### src/hdl/prrw_pkg.sv
// Package for the PRR recovery window engine: payload structs, event codes,
// classified item kinds, back-end states and reset values of the config registers.
// No dependencies.
`default_nettype none
package prrw_pkg;

  localparam int unsigned SegW     = 16;
  localparam int unsigned WordW    = 32;
  localparam int unsigned QueueDep = 2;
  localparam logic [SegW-1:0] SegSizeRst = 16'd1460;
  localparam logic            PrrEnRst   = 1'b1;

  localparam logic REG_SEG_SIZE  = 1'b0;
  localparam logic REG_PRR_EN    = 1'b1;

  typedef enum logic [1:0] {
    CMD_RESET = 2'd0,
    CMD_BEGIN = 2'd1,
    CMD_SENT  = 2'd2,
    CMD_ACK   = 2'd3
  } cmd_e;

  typedef enum logic [2:0] {
    K_NOP,
    K_RESET,
    K_BEGIN,
    K_SENT,
    K_ACK
  } kind_e;

  typedef enum logic [3:0] {
    S_IDLE,
    S_BEGIN_DIV,
    S_SENT_DIV,
    S_ACK_NEW,
    S_ACK_FLT,
    S_ACK_SST,
    S_ACK_MUL,
    S_ACK_TSTART,
    S_ACK_TGT,
    S_ACK_WIN,
    S_ACK_SUM
  } state_e;

  typedef struct packed {
    cmd_e             cmd;
    logic [WordW-1:0] byte_count;
    logic             una_advanced;
    logic             any_newly_lost;
    logic [WordW-1:0] pipe_bytes;
    logic [WordW-1:0] slow_start_threshold;
    logic [WordW-1:0] cwnd_in;
    logic             in_loss_recovery;
  } in_item_t;

  typedef struct packed {
    logic [WordW-1:0] cwnd_out;
    logic             cwnd_written;
    logic             recovery_active;
  } out_item_t;

  // classified word handed from front to back
  typedef struct packed {
    kind_e            kind;
    logic [WordW-1:0] amount;  // cwnd_in for begin, byte_count otherwise
    logic             una;
    logic             lost;
    logic [WordW-1:0] pipe;
    logic [WordW-1:0] ssth;
  } work_t;

endpackage
`default_nettype wire

### src/hdl/prrw_front.sv
// Front end: classifies incoming events against the config and queues them.
// Depends on prrw_pkg.
`default_nettype none
module prrw_front import prrw_pkg::*; (
  input  wire logic            clk_i,
  input  wire logic            rst_ni,
  input  wire logic [SegW-1:0] seg_size_i,
  input  wire logic            prr_en_i,
  input  wire logic            push_i,
  output logic                 full_o,
  input  wire in_item_t        in_item_i,
  output logic                 work_valid_o,
  input  wire logic            work_take_i,
  output work_t                work_o
);

  work_t       mem_q [QueueDep];
  logic        wr_ptr_q, rd_ptr_q;
  logic [1:0]  cnt_q;
  work_t       cls;
  logic        do_push, do_pop;

  always_comb begin
    cls.amount = in_item_i.byte_count;
    cls.una    = in_item_i.una_advanced;
    cls.lost   = in_item_i.any_newly_lost;
    cls.pipe   = in_item_i.pipe_bytes;
    cls.ssth   = in_item_i.slow_start_threshold;
    cls.kind   = K_NOP;
    unique case (in_item_i.cmd)
      CMD_RESET: cls.kind = K_RESET;
      CMD_BEGIN: begin
        cls.amount = in_item_i.cwnd_in;
        if (prr_en_i && seg_size_i != '0) cls.kind = K_BEGIN;
      end
      // zero segment size counts zero packets, so the word changes nothing
      CMD_SENT: begin
        if (prr_en_i && in_item_i.in_loss_recovery && seg_size_i != '0) cls.kind = K_SENT;
      end
      CMD_ACK: begin
        if (prr_en_i && in_item_i.in_loss_recovery && seg_size_i != '0) cls.kind = K_ACK;
      end
      default: cls.kind = K_NOP;
    endcase
  end

  assign full_o       = (cnt_q == 2'(QueueDep));
  assign work_valid_o = (cnt_q != '0);
  assign work_o       = mem_q[rd_ptr_q];
  assign do_push      = push_i && !full_o;
  assign do_pop       = work_take_i && work_valid_o;

  always_ff @(posedge clk_i) begin
    if (do_push) mem_q[wr_ptr_q] <= cls;
  end

  always_ff @(posedge clk_i or negedge rst_ni) begin
    if (!rst_ni) begin
      wr_ptr_q <= 1'b0;
      rd_ptr_q <= 1'b0;
      cnt_q    <= '0;
    end else begin
      if (do_push) wr_ptr_q <= ~wr_ptr_q;
      if (do_pop)  rd_ptr_q <= ~rd_ptr_q;
      cnt_q <= cnt_q + 2'(do_push) - 2'(do_pop);
    end
  end

endmodule
`default_nettype wire

### config.mk
export PLATFORM = sky130hd
export DESIGN_NAME = prrw_front
export DESIGN_NICKNAME = d
export VERILOG_FILES = /design/src/hdl/prrw_pkg.sv /design/src/hdl/prrw_front.sv
export SDC_FILE = /design/constraint.sdc
export NUM_CORES = 1
export LEC_CHECK = 0
export BUFFER_PORTS_ARGS = -buffer_cell sky130_fd_sc_hd__buf_2
export CORE_MARGIN = 4
export CORE_UTILIZATION = 55
export DETAILED_ROUTE_END_ITERATION = 8
export GPL_ROUTABILITY_DRIVEN = 0
export PLACE_DENSITY = 0.93
export SYNTH_ARGS = -nofsm -noshare
export SYNTH_HDL_FRONTEND = slang
export SYNTH_SLANG_ARGS = --single-unit
### constraint.sdc
create_clock -name clk_i -period 15.82 [get_ports clk_i]
set_input_delay 0.791 -clock clk_i [delete_from_list [all_inputs] [get_ports clk_i]]
set_output_delay 0.791 -clock clk_i [all_outputs]
set_load 0.05 [all_outputs]
After elaboration in Yosys (flattened, before gate mapping)
Memory sizes are Yosys's and may differ from the RTL's.
Index checks and enable logic that the tools add are counted.
{"block": "classes", "add_sub_neg": 2, "multipliers": 0, "div_mod_pow": 0, "magnitude_cmp": 0, "eq_ne": 4, "n_shift": 0, "n_mux": 7, "bitwise_logic": 2, "n_reduce_logical": 9}
{"op": "2-to-1 mux 32 bit", "n": 1}
{"op": "nonzero test 16 bit", "n": 1}
{"op": "case mux 3 bit (4 select lines)", "n": 1}
{"op": "== test 2 bit (second input constant)", "n": 3}
{"op": "logical AND 1 bit", "n": 5}
{"op": "2-to-1 mux 2 bit", "n": 2}
{"op": "2-to-1 mux 3 bit", "n": 1}
{"op": "adder 2 x 1 -> 2 bit", "n": 1}
{"op": "== test 2 x 1 -> 1 bit (second input constant)", "n": 1}
{"op": "logical NOT 2 bit", "n": 1}
{"op": "2-to-1 mux 1 bit", "n": 2}
{"op": "NOT 1 bit", "n": 2}
{"op": "nonzero test 2 bit", "n": 1}
{"op": "subtractor 2 x 1 -> 2 bit", "n": 1}
{"op": "logical NOT 1 bit", "n": 1}
{"block": "word_totals", "reg_bits": 4, "latch_bits": 0, "ramBits": 202, "romBits": 0, "inputBits": 154, "output_inout_bits": 103, "wordCells": 28, "mem_count": 1}
{"name": "mem_q", "depth": 2, "width": 101, "rd": 1, "rd_ports_with_merged_regs": 0, "wr": 1, "line": "prrw_front.sv:17", "source": "work_t mem_q [QueueDep];"}

Longest topological paths before layout
{"block": "logic_depth", "depth_word": 5, "ltp_mapped": 7}

Worst setup path before layout
OpenSTA, ideal clock, no wires.
{"block": "synth_timing", "path_kind": "input -> register", "startpoint": "input push_i", "endpoint": "memory mem_q[0][0] (netlist bit) (enable)", "t_arrival_ns": 5.089, "required_ns": 15.258, "slack_ns": 10.170, "stages": 2, "cell_sequence": "nand2_1 -> nor2_1"}
{"block": "synth_between", "elab_chain_len": 3}
{"item": "start, declared", "line": "prrw_front.sv:9", "source": "input wire logic push_i,"}
{"item": "logical AND 1 bit", "line": "prrw_front.sv:50", "source": "assign do_push = push_i && !full_o;"}
{"item": "2-to-1 mux 1 bit", "line": "prrw_front.sv:54", "source": "if (do_push) mem_q[wr_ptr_q] <= cls;"}
{"item": "2-to-1 mux 1 bit (implied by the code)", "line": "prrw_front.sv:54"}
{"item": "end, declared", "line": "prrw_front.sv:17"}
Every way passes these cells.

==> metrics <==
H-tree depth 1; crit end category output pin; Tmin final 3488 ps; Critical Path AT 2700 ps; GRT Util Overall 18.17%; FFs w/ async S/R, synth 1.942%; final critical-path setup slack 12,330 ps; total power 2.085 mW; max-slew violations 0; Most used DFF post-synth edfxtp_1; Die Y 129.7 um; num rows 44; layout net count 806; vias in the first global route 4,678; largest net degree at the start of global routing 58; Syn Nets 537; RSZ-0062 raised after global routing no; Num CTS Buffers 21; antenna viol nets, final 0; clk slew on worst S/H paths 60 ps; net switching power figure 0.8533 mW; Pwr Density 206.3 nW/um^2; Slowest cell on crit path dfrtp_4; Cell variety after synth 25; Core Util, Final 69.52%; Logic pwr share 41.3%; Die Area 16,810 um^2; final worst path period share 22.05%; Max-cap violations 0; sequential fraction of the synthesis area 75.76%; Via Count 4,366; port buffer count 256; multi-input logic area 1803 um^2; boundary pin count 257; setup violators final 0; Area growth syn-to-layout 24.13%; clk_lat worst skew 470 ps; clk_skew 7.774 ps; Clock Tree Buf Depth 3; grt ovf 0; WP data required 15,030 ps; wire per inst 18.84 um; Die Width 129.7 um; area fraction of the dominant cell type after synthesis 74.53%; first-pass iteration count of the detailed router 4; antenna violations before repair 0; Leak 3.957 nW; register area 6170 um^2; syn_area_per_cell 21.36 um^2; Syn Inst Count 381; worst r2r path cells 3; DR DRC count 0; Post-Route WL 15,900 um; worst vdd ir 0.1416 mV; Post-Place Cells 811; cell area after synthesis 8139 um^2; Seq cells post-synth 206; leading cell type in the layout, fill and taps excluded buf_2; CP Launch Type flip-flop; commonest non-fill, non-tap cells in the layout 256 x buf_2, 202 x edfxtp_1, 104 x mux2_2; Least-Margin Pin Slew 740.6 ps; setup TNS 0 ps; Clk pwr share 20.2%; Ys Warns 0; R2R Setup Slk 13,530 ps; first-pass GRT wire length 23,760 um; r2r endpoint mem_q[1][20]; final hold vios 0; first-iteration detailed-routing DRC count 246; HP Class primary input to async pin; routed vias/inst 5.173; CP Max Fanout 57; Crit path largest cell delay 810 ps; CP Cell Sequence buf_4 > mux2_2 > buf_2; max frequency 0.2867 GHz; pre-CTS setup slack 12,830 ps; number of enable flip-flop cells after synthesis 202; diodes inserted 0; layout cell share with drive strength beyond 1 63.79%; switching share of total power 40.93%; Final HPWL DP 11,350 um; r2r startpoint cnt_q[1]; Worst slew margin 50.62%; part of the power in registers 38.4%; core region area 14,530 um^2; hold_buf cts 0; # clock sinks 206; CTS tree done; Setup Crit Path Kind flip-flop to output pin; Synth area leader edfxtp_1; post-cts resize count 0; setup bufs post-CTS 0; Internal 1.231 mW; status finished, final reports clean; non-filler cells, final 844; initial core utilization 56.00%; Fillers 935; Root Driver clkbuf_16; synth top area cells edfxtp_1 75%, mux2_2 14%, mux2_4 5.3%
[cell usage after synthesis (2+ instances only)]
cell type,instances
buf_6,8
edfxtp_1,202
buf_2,2
mux2_2,104
mux2_4,29
xnor2_1,3
nor4_1,4
dfrtp_1,4
ha_1,2
inv_1,3
nor2_1,3
buf_12,3
nand2_1,2
[power by group through the flow]
stage                     Sequential [mW]  Clock, mW  Combinational [mW]
after floorplan                     0.794          0               0.723
after global placement              0.804          0               0.854
after detailed placement            0.813          0               0.866
after CTS                           0.803      0.434               0.870
after global routing                0.813      0.459               0.899
final                               0.801      0.422               0.862
[final cells by class]
cell class / count / area share [%]
clock buffers: 29 / 5.498
clock inverters: 4 / 0.1858
inverters: 4 / 0.1486
multi-input cells: 157 / 17.85
flip-flops and latches: 206 / 61.07
well taps: 184 / 2.279
repair buffers: 260 / 12.98
[logic make-up after synthesis]
group	after synthesis	share of synthesized area (%)
buffers and inverters	18	2.244
xor gates and xnor gates	4	0.4305
muxes	133	19.74
DFF	206	75.76
AOI/OAI and AO/OA	2	0.2460
adders and majority gates	2	0.3074
and+or+nand+nor	16	1.276
[worst max-delay path: cells and delay by family, from the launching register on]
| kind | cells | cell delay (ps) |
|---|---|---|
| buffers and inverters | 2 | 890 |
| muxes | 1 | 420 |
| DFF | 1 | 810 |
[metrics by stage]
step	instance area (um^2)	hold WS [ps]
floorplan	8139	460.4
global placement	9529	476.6
detailed placement	9529	499.6
CTS	10100	105.1
global route	10100	105.6
finish	10100	121.4
[sequential cells by signal, summed over array words and instances (netlist names)]
name and cells:
cnt_q 2, mem_q 202, rd_ptr_q 1, wr_ptr_q 1
[metal layers]
| metal | part of all wire (%) | vias up | global-route usage, % |
|---|---|---|---|
| li1 | - | 2046 | - |
| met1 | 37 | 2096 | 21.42 |
| met5 | 0 | - | 0 |
| met4 | 2.0 | 0 | 5.685 |
| met3 | 7.2 | 28 | 4.040 |
| met2 | 53 | 196 | 33.15 |
[worst max path at each step]
| stage | start | end | slack, ps | depth (start not counted) |
|---|---|---|---|---|
| 4_1_cts | rd_ptr_q | work_o[8] | 12320 | 3 |
| 3_5_place_dp | rd_ptr_q | work_o[10] | 12830 | 3 |
| 5_1_grt | rd_ptr_q | work_o[10] | 12230 | 3 |
| 6_report | rd_ptr_q | work_o[10] | 12330 | 3 |
| 2_1_floorplan | push_i | mem_q[0][0] | 10170 | 2 |
| 3_3_place_gp | rd_ptr_q | work_o[16] | 12860 | 3 |
(Power assumes the default switching activity.)
